[config.mk]
export PLATFORM = sky130hd
export DESIGN_NAME = gsp_sat
export DESIGN_NICKNAME = d
export VERILOG_FILES = /design/src/rtl/gsp_pkg.sv /design/src/rtl/gsp_sat.sv
export SDC_FILE = /design/constraint.sdc
export NUM_CORES = 1
export LEC_CHECK = 0
export ABC_CLOCK_PERIOD_IN_PS = 10500
export BUFFER_PORTS_ARGS = -buffer_cell sky130_fd_sc_hd__buf_2
export CAP_MARGIN = 20
export CORE_ASPECT_RATIO = 0.9
export CORE_MARGIN = 3
export CORE_UTILIZATION = 47
export DETAILED_ROUTE_END_ITERATION = 10
export PLACE_DENSITY = 0.74
export SETUP_SLACK_MARGIN = 0.05
export SYNTH_ARGS = -nofsm -noshare
export SYNTH_HDL_FRONTEND = slang
export SYNTH_SLANG_ARGS = --single-unit
[constraint.sdc]
create_clock -name vclk -period 10.5
set_clock_uncertainty 0.2 [all_clocks]
set_input_delay 1.575 -clock vclk [all_inputs]
set_output_delay 1.575 -clock vclk [all_outputs]
set_load 0.01 [all_outputs]
[src/rtl/gsp_pkg.sv]
// gsp_pkg: shared types and constants of the goal seeking proportional controller
// beat structs for the tick and command channels, configuration layout, product stage record
// no dependencies
`default_nettype none

package gsp_pkg;

	localparam int unsigned DATA_W = 32;
	localparam int unsigned CFG_W  = 31;
	localparam int unsigned IDX_W  = 3;
	localparam int unsigned PROD_W = 64;

	// configuration register indexes
	localparam logic [IDX_W-1:0] REG_MAX_SPEED_X     = 3'd0;
	localparam logic [IDX_W-1:0] REG_MAX_SPEED_Y     = 3'd1;
	localparam logic [IDX_W-1:0] REG_MAX_SPEED_YAW   = 3'd2;
	localparam logic [IDX_W-1:0] REG_GAIN_X          = 3'd3;
	localparam logic [IDX_W-1:0] REG_GAIN_Y          = 3'd4;
	localparam logic [IDX_W-1:0] REG_GAIN_YAW        = 3'd5;
	localparam logic [IDX_W-1:0] REG_DIST_TOLERANCE  = 3'd6;
	localparam logic [IDX_W-1:0] REG_ANGLE_TOLERANCE = 3'd7;

	// action codes
	localparam logic ACT_GOAL = 1'b0;
	localparam logic ACT_TICK = 1'b1;

	typedef struct packed {
		logic                     action;
		logic signed [DATA_W-1:0] goal_x;
		logic signed [DATA_W-1:0] goal_y;
		logic signed [DATA_W-1:0] yaw_error;
		logic                     pose_valid;
	} tick_beat_t;

	typedef struct packed {
		logic signed [DATA_W-1:0] vel_x;
		logic signed [DATA_W-1:0] vel_y;
		logic signed [DATA_W-1:0] vel_yaw;
		logic                     arrived;
	} cmd_beat_t;

	typedef struct packed {
		logic [CFG_W-1:0] max_speed_x;
		logic [CFG_W-1:0] max_speed_y;
		logic [CFG_W-1:0] max_speed_yaw;
		logic [CFG_W-1:0] gain_x;
		logic [CFG_W-1:0] gain_y;
		logic [CFG_W-1:0] gain_yaw;
		logic [CFG_W-1:0] dist_tolerance;
		logic [CFG_W-1:0] angle_tolerance;
	} cfg_t;

	// products and flags handed from the multiply stage to the decision stage
	typedef struct packed {
		logic              action;
		logic              pose_valid;
		logic [PROD_W-1:0] xx;
		logic [PROD_W-1:0] yy;
		logic [PROD_W-1:0] tol2;
		logic [PROD_W-2:0] px;
		logic [PROD_W-2:0] py;
		logic [PROD_W-2:0] pyaw;
		logic              neg_x;
		logic              neg_y;
		logic              neg_yaw;
		logic              yaw_small;
	} prod_t;

endpackage

`default_nettype wire

[src/rtl/gsp_sat.sv]
// gsp_sat: fixed point rescale with floor rounding and symmetric clamp
// uses gsp_pkg for widths
`default_nettype none

module gsp_sat #(
	parameter int unsigned FRAC_BITS = 16
) (
	input  var logic [gsp_pkg::PROD_W-2:0]        mag_prod,
	input  var logic                              neg,
	input  var logic [gsp_pkg::CFG_W-1:0]         limit,
	output logic signed [gsp_pkg::DATA_W-1:0]     vel
);

	localparam logic [gsp_pkg::PROD_W-1:0] RND = (64'd1 << FRAC_BITS) - 64'd1;

	logic [gsp_pkg::PROD_W-1:0] biased;
	logic [gsp_pkg::PROD_W-1:0] q;
	logic [gsp_pkg::CFG_W-1:0]  mag;

	// negative values round the magnitude up, which is floor on the signed value
	assign biased = neg ? ({1'b0, mag_prod} + RND) : {1'b0, mag_prod};
	assign q      = biased >> FRAC_BITS;
	assign mag    = (q > {33'd0, limit}) ? limit : q[gsp_pkg::CFG_W-1:0];
	assign vel    = neg ? -$signed({1'b0, mag}) : $signed({1'b0, mag});

endmodule

`default_nettype wire

==> run metrics, run 1 <==
Hold Crit Class=in -> out; Nets=844; critical path's slowest cell=or4_1; grt total ovfl=0; hpwl dp=12600 µm; Crit path depth=26; Slew Limit Fails=0; endpoints failing hold=0; vias in the first global route=between 4000 and 5000; hold_buf cts=0; RSZ-0062 raised after global routing=false; critical path required time=about 8.7 ns; initial antenna violation count=0; I/O pins=approximately 130; top layer in use=met4; Min Hold Slack=roughly 3.4 ns; layout cells sized above 1=25.6%; Iter 0 DRT Violations=441; mapped cell area=roughly 0.0041 mm²; Ant. Diodes=0; f_max=slightly above 0.1 GHz; Max VDD drop=0.0258 mV; type of origin of the critical path=input pin; Static Leak=~2.2 nW; # DRC=0; metal2 WL=6580 µm; Final Util=59.2%; max_cap viols=0; Pwr Density=32.0 mW/mm²; I/O Buffers=127; Die ar.=0.00998 mm²; Vias=~5400; Top delay family on crit path=simple AND/OR/NAND/NOR gates; total track usage=29.6%; CORE AREA=0.00830 mm²; synth warn=0; clock buffers=0; Routed WL per cell=between 15 and 20 µm; Netlist cell types=71; Slew Limit Headroom=40.7%; Area Overhead vs Synth=18.6%; CP endpoint kind=output pin; routability cong.=between 1 and 1.5; met1 wire length=between 7000 and 8000 µm; row count=31; maximum fanout along the worst path=11; starting density of the core=49.9%; Final setup viols=0; register area share after synthesis=0%; final worst path period share=94.1%; Synth Net Count=734; final WL=around 15000 µm; Register Area=0 µm²; Die Span X=105 µm; Setup CP Type=in -> out; Worst Path Arrival=around 8.1 ns; drt pass-1 iters=5; first-pass GRT wire length=24500 µm; number of vias per cell=~6.5; worst path bufs/invs=4; final worst path period need=~9.9 ns; Worst Hold Depth=4; met3 wire length=~1600 µm; Syn Inst Count=between 600 and 700; Worst Max-Slew Pin Slew=0.890 ns; status=complete, no violations; setup TNS=0 ns; Chip Height=95.1 µm; antenna viol nets, final=0; largest net degree at the start of global routing=69; Avg Cell Area, Syn=6.82 µm²; sequential cell count=0; CP peak stage delay=0.62 ns
-- cell type report --
class	count	area (µm²)
Tap cell	115	144
Timing Repair Buffer	136	703
Multi-Input combinational cell	542	3930
Fill cell	861	3390
Inverter	37	139
-- tightest hold or removal path, delay by kind of cell --
family,cells,cell delay [ns]
buffers and inverters,2,0.27
AO/OA/AOI/OAI,1,0.08
AND/OR/NAND/NOR,1,0.07
-- metal layers --
metal	global-route usage, %	vias to the layer above
met3	3.25	4
met2	47.2	300
li1	-	2567
met4	0.765	0
met5	0	-
met1	45.0	2493
-- cells by family (layout without fill, tap and decap cells) --
logic type                 after synthesis  in the layout  synth area share (%)
xor gates and xnor gates                47             47                  9.94
buffers and inverters                   65            173                  6.83
adders and majority gates               32             32                  9.67
muxes                                   43             43                  12.9
and+or+nand+nor                        289            289                  37.3
AOI/OAI and AO/OA                      131            131                  23.4
-- placed cells by master (no fill, tap or decap), types with 7 or more instances in the layout --
cell,instances
xor2_1,13
buf_4,9
a21oi_1,22
mux4_2,8
a31oi_1,7
inv_1,36
or3_1,8
a211oi_1,7
mux2i_1,33
ha_1,31
and3_1,11
o211ai_1,8
o31ai_1,8
nand3_1,33
buf_2,127
nor4_1,21
xnor2_1,31
nand2_1,70
nand4_1,38
o21ai_0,22
nor2_1,39
nor3_1,24
-- worst paths after layout --
kind | from | end | slack (ns)
max | mag_prod[6] | vel[16] | 0.62
min | limit[0] | vel[0] | 3.37
-- synthesized netlist by cell type, drive strengths merged, types with 6 or more instances --
master	count	share of area, %
a21oi	23	2.9
xor2	15	3.2
buf	14	2.2
o41ai	8	2.7
nor2	41	3.8
nor4	24	4.1
nand3	33	4.0
or4	7	1.5
and4	6	1.3
a31oi	7	1.1
o211ai	8	1.5
or3	9	1.4
o31ai	8	1.5
nand2	72	6.6
clkbuf	14	1.3
a211oi	9	1.9
and3	11	1.7
inv	37	3.4
mux2i	33	8.0
o21ai	24	2.9
nor3	28	3.6
mux4	8	4.4
ha	32	9.7
nand4	39	6.0
a22oi	7	1.4
xnor2	32	6.8
-- metrics by stage --
step | instance area (µm²) | power (mW) | worst slack [ns] | std cells
5_1_grt | 4910 | 0.173 | 0.0627 | 830
3_3_place_gp | 4850 | 0.150 | 0.600 | 830
4_1_cts | 4850 | 0.153 | 0.225 | 830
6_report | 4910 | 0.157 | 0.618 | 830
2_1_floorplan | 4140 | 0.0891 | 1.19 | 607
3_5_place_dp | 4850 | 0.152 | 0.271 | 830
-- power by group --
| part | internal [mW] | leakage, nW | total [mW] | switching (mW) |
|---|---|---|---|---|
| Sequential | 0 | 0 | 0 | 0 |
| Clock | 0 | 0 | 0 | 0 |
| Combinational | 0.0640 | 2.22 | 0.157 | 0.0931 |
-- timing repair --
item                                    in CTS  in global routing
endpoints found under the setup margin       0                  7
resized for setup                            0                 11
setup buffers                                0                  0
Power figures use the tool's default switching activity.
==> inputs of run 2 (changes only) <==
--- a/config.mk
+++ b/config.mk
@@ -13,6 +13,7 @@
 export CORE_UTILIZATION = 47
 export DETAILED_ROUTE_END_ITERATION = 10
 export PLACE_DENSITY = 0.74
+export RECOVER_POWER = 100
 export SETUP_SLACK_MARGIN = 0.05
 export SYNTH_ARGS = -nofsm -noshare
 export SYNTH_HDL_FRONTEND = slang
==> run metrics, run 2 (synthesized netlist as in run 1, its figures left out) <==
Chip Height=95.1 µm; Top delay family on crit path=simple AND/OR/NAND/NOR gates; hpwl dp=12600 µm; Setup CP Type=in -> out; max_cap viols=1; row count=31; final instance area=0.00488 mm²; Hold Crit Class=in -> out; CP peak stage delay=0.63 ns; routability cong.=about 1.0; Worst Min Path Start=limit[0]; GR Layer Usage met1=45.0%; final WL=15300 µm; starting density of the core=around half; Final setup viols=0; failing checks=capacitance limit, slew limit; gr busiest metal=met2; met2 Use GR=47.2%; type of origin of the critical path=input pin; setup TNS=0 ns; number of vias per cell=~6.5; Worst Max-Slew Pin Slew=1.71 ns; Routed WL per cell=roughly 18 µm; Cell Area, Placed=0.00485 mm²; Ant. Diodes=0; worst path bufs/invs=5; endpoints failing hold=0; Slew Limit Headroom=-14.0%; critical path required time=8.73 ns; Die Span X=105 µm; Min Hold Slack=3.37 ns; grt total ovfl=0; Register Area=0 µm²; Max VDD drop=0.0259 mV; met3 Resource Use GR=3.25%; total track usage=29.6%; Setup Buffers After CTS=0; Static Leak=2.16 nW; final worst path period share=94.8%; Pwr Density=31.9 mW/mm²; CORE AREA=0.00830 mm²; Vias=approximately 5400; clock buffers=0; f_max=0.101 GHz; maximum fanout along the worst path=11; first-pass GRT wire length=24500 µm; critical path's slowest cell=or4_1; status=finished with violations; Worst Path Arrival=between 8 and 9 ns; Iter 0 DRT Violations=403; I/O pins=about 130; Area Overhead vs Synth=17.9%; Nets=844; commonest non-fill, non-tap cell in the layout=buf_2; initial antenna violation count=0; CP endpoint kind=output pin; RSZ-0062 raised after global routing=false; Final Util=58.8%; final worst path period need=9.95 ns; largest net degree at the start of global routing=69; sequential cell count=0; most frequent cells in the layout=buf_2 (107), nand2_1 (70), nor2_1 (39); vias in the first global route=4852; Slew Limit Fails=69; I/O Buffers=127; layout cells sized above 1=22.8%; Die ar.=0.00998 mm²; # DRC=0; Setup crit start=mag_prod[6]; drt pass-1 iters=5; antenna viol nets, final=0
[run 2: cell count changes in the layout (fill, tap and decap cells not counted)]
| cell | before | now |
|---|---|---|
| clkbuf_1 | 0 | 20 |
| clkbuf_2 | 0 | 1 |
| buf_2 | 127 | 107 |
| buf_4 | 9 | 8 |
[run 2: final cells by class]
| class | instances | area [µm²] |
|---|---|---|
| Fill cell | 875 | 3420 |
| Timing Repair Buffer | 136 | 676 |
| Tap cell | 115 | 144 |
| Multi-Input combinational cell | 542 | 3930 |
| Inverter | 37 | 139 |
[run 2: through the flow]
step / total power, mW / worst slack [ns] / cells
6_report: 0.156 / 0.551 / 830
4_1_cts: 0.153 / 0.225 / 830
2_1_floorplan: 0.0891 / 1.19 / 607
5_1_grt: 0.172 / 0.0393 / 830
3_5_place_dp: 0.152 / 0.271 / 830
3_3_place_gp: 0.150 / 0.600 / 830
[run 2: metal layers]
layer  routed length, µm  share of wire, %
met5                   0                 0
met4                  42              0.28
met3                1580                10
met2                6570                43
met1                7080                46
[run 2: worst paths after layout]
check                 cells past startpoint       to  slack [ns]
worst max-delay path                     28  vel[16]        0.55
worst min-delay path                      4   vel[0]        3.37
[run 2: what timing repair did]
item | CTS | global route
hold buffers | 0 | 0
setup endpoints to repair | 0 | 7
resized for setup | 0 | 11
[run 2: power breakdown]
part	internal, mW	switching, mW
combinational	0.0623	0.0935
clock	0	0
sequential	0	0
==> inputs of run 3 (changes only) <==
--- a/config.mk
+++ b/config.mk
@@ -8,11 +8,13 @@
 export ABC_CLOCK_PERIOD_IN_PS = 10500
 export BUFFER_PORTS_ARGS = -buffer_cell sky130_fd_sc_hd__buf_2
 export CAP_MARGIN = 20
+export CELL_PAD_IN_SITES_DETAIL_PLACEMENT = 1
+export CELL_PAD_IN_SITES_GLOBAL_PLACEMENT = 1
 export CORE_ASPECT_RATIO = 0.9
 export CORE_MARGIN = 3
-export CORE_UTILIZATION = 47
+export CORE_UTILIZATION = 38
 export DETAILED_ROUTE_END_ITERATION = 10
-export PLACE_DENSITY = 0.74
+export PLACE_DENSITY_LB_ADDON = 0.1
 export RECOVER_POWER = 100
 export SETUP_SLACK_MARGIN = 0.05
 export SYNTH_ARGS = -nofsm -noshare
==> run metrics, run 3 (synthesized netlist as in run 1, its figures left out) <==
initial antenna violation count=0; final WL=17400 µm; sequential cell count=0; Area Overhead vs Synth=18.8%; met2 Use GR=44.1%; maximum fanout along the worst path=9; Slew Limit Fails=0; drt pass-1 iters=4; RSZ-0062 raised after global routing=false; Worst Path Arrival=8.12 ns; I/O Buffers=between 100 and 150; DP Cell Count=844; Final WS setup=0.607 ns; Pwr Density=32.4 mW/mm²; final worst path period need=9.89 ns; Final setup viols=0; first-pass GRT wire length=28200 µm; met3 Resource Use GR=2.61%; Hold Crit Class=in -> out; most frequent cells in the layout=buf_2 (125), nand2_1 (70), nor2_1 (39); clock buffers=0; Setup crit start=mag_prod[18]; number of vias per cell=6.33; largest net degree at the start of global routing=60; vias in the first global route=5380; CP peak stage delay=roughly 0.46 ns; # resized after CTS=0; Die ar.=0.0122 mm²; type of origin of the critical path=input pin; Ant. Diodes=0; Nets=around 840; Finished Layout Cells=844; critical path required time=8.73 ns; Die Span X=roughly 120 µm; worst path bufs/invs=2; hold_buf cts=0; Setup CP Type=in -> out; Iter 0 DRT Violations=372; Crit path depth=26; CP endpoint kind=output pin; GR Layer Usage met1=42.2%; endpoints failing hold=0; status=complete, no violations; pre-CTS WS=0.429 ns; Setup Buffers After CTS=0; Max VDD drop=around 0.018 mV; starting density of the core=roughly 40%; max_cap viols=0; final worst path period share=94.2%; # DRC=0; f_max=0.101 GHz; Register Area=0 µm²; setup TNS=0 ns; critical path's slowest cell=or3_1; hpwl dp=around 15000 µm; commonest non-fill, non-tap cell in the layout=buf_2; Vias=5340; antenna viol nets, final=0; Static Leak=between 2 and 2.5 nW; Min Hold Slack=3.35 ns; I/O pins=127; total track usage=around 28%; routability cong.=between 0.9 and 1; CORE AREA=0.0104 mm²; Final Util=47.2%; Top delay family on crit path=simple AND/OR/NAND/NOR gates; Routed WL per cell=20.6 µm; Chip Height=roughly 110 µm; Worst Max-Slew Pin Slew=about 0.8 ns; Slew Limit Headroom=a little under half; gr busiest metal=met2; grt total ovfl=0; row count=35; layout cells sized above 1=25.3%; Critical Path End=vel[16]
[run 3: changes by cell type in the layout (fill, tap and decap cells not counted), sizes merged]
cell,change
buf,+19
clkbuf,-19
[run 3: worst min-delay path by stage]
stage          startpoint  endpoint  slack (ns)  cells past startpoint
6_report         limit[0]    vel[0]        3.35                      4
5_1_grt          limit[0]    vel[0]        3.41                      4
4_1_cts          limit[0]    vel[0]        3.36                      4
3_3_place_gp     limit[0]    vel[0]        3.34                      4
2_1_floorplan    limit[0]    vel[0]        3.12                      2
3_5_place_dp     limit[0]    vel[0]        3.36                      4
[run 3: cell type report]
class              instances  area (µm²)
fillers                 1417        5500
inverters                 37         139
multi-input cells        542        3920
well taps                129         161
repair buffers           136         701
[run 3: through the flow]
stage	cell area, µm²	total power, mW
2_1_floorplan	4140	0.0891
3_3_place_gp	4860	0.151
3_5_place_dp	4860	0.157
4_1_cts	4860	0.157
5_1_grt	4920	0.176
6_report	4920	0.160
[run 3: where the power goes]
group / internal [mW] / leakage (nW) / switching, mW
registers: 0 / 0 / 0
clock network: 0 / 0 / 0
logic: 0.0639 / 2.19 / 0.0957
total: 0.0639 / 2.19 / 0.0957
[run 3: tightest hold or removal path: cells and delay by family]
| kind | cells | cell delay [ns] |
|---|---|---|
| AO/OA/AOI/OAI | 1 | 0.08 |
| AND/OR/NAND/NOR | 1 | 0.07 |
| buffers and inverters | 2 | 0.25 |
[run 3: routing by layer]
metal / vias up / wire length, µm
met5: - / 0
met3: 17 / 1040
li1: 2569 / -
met4: 0 / 168
met1: 2570 / 8250
met2: 184 / 7900
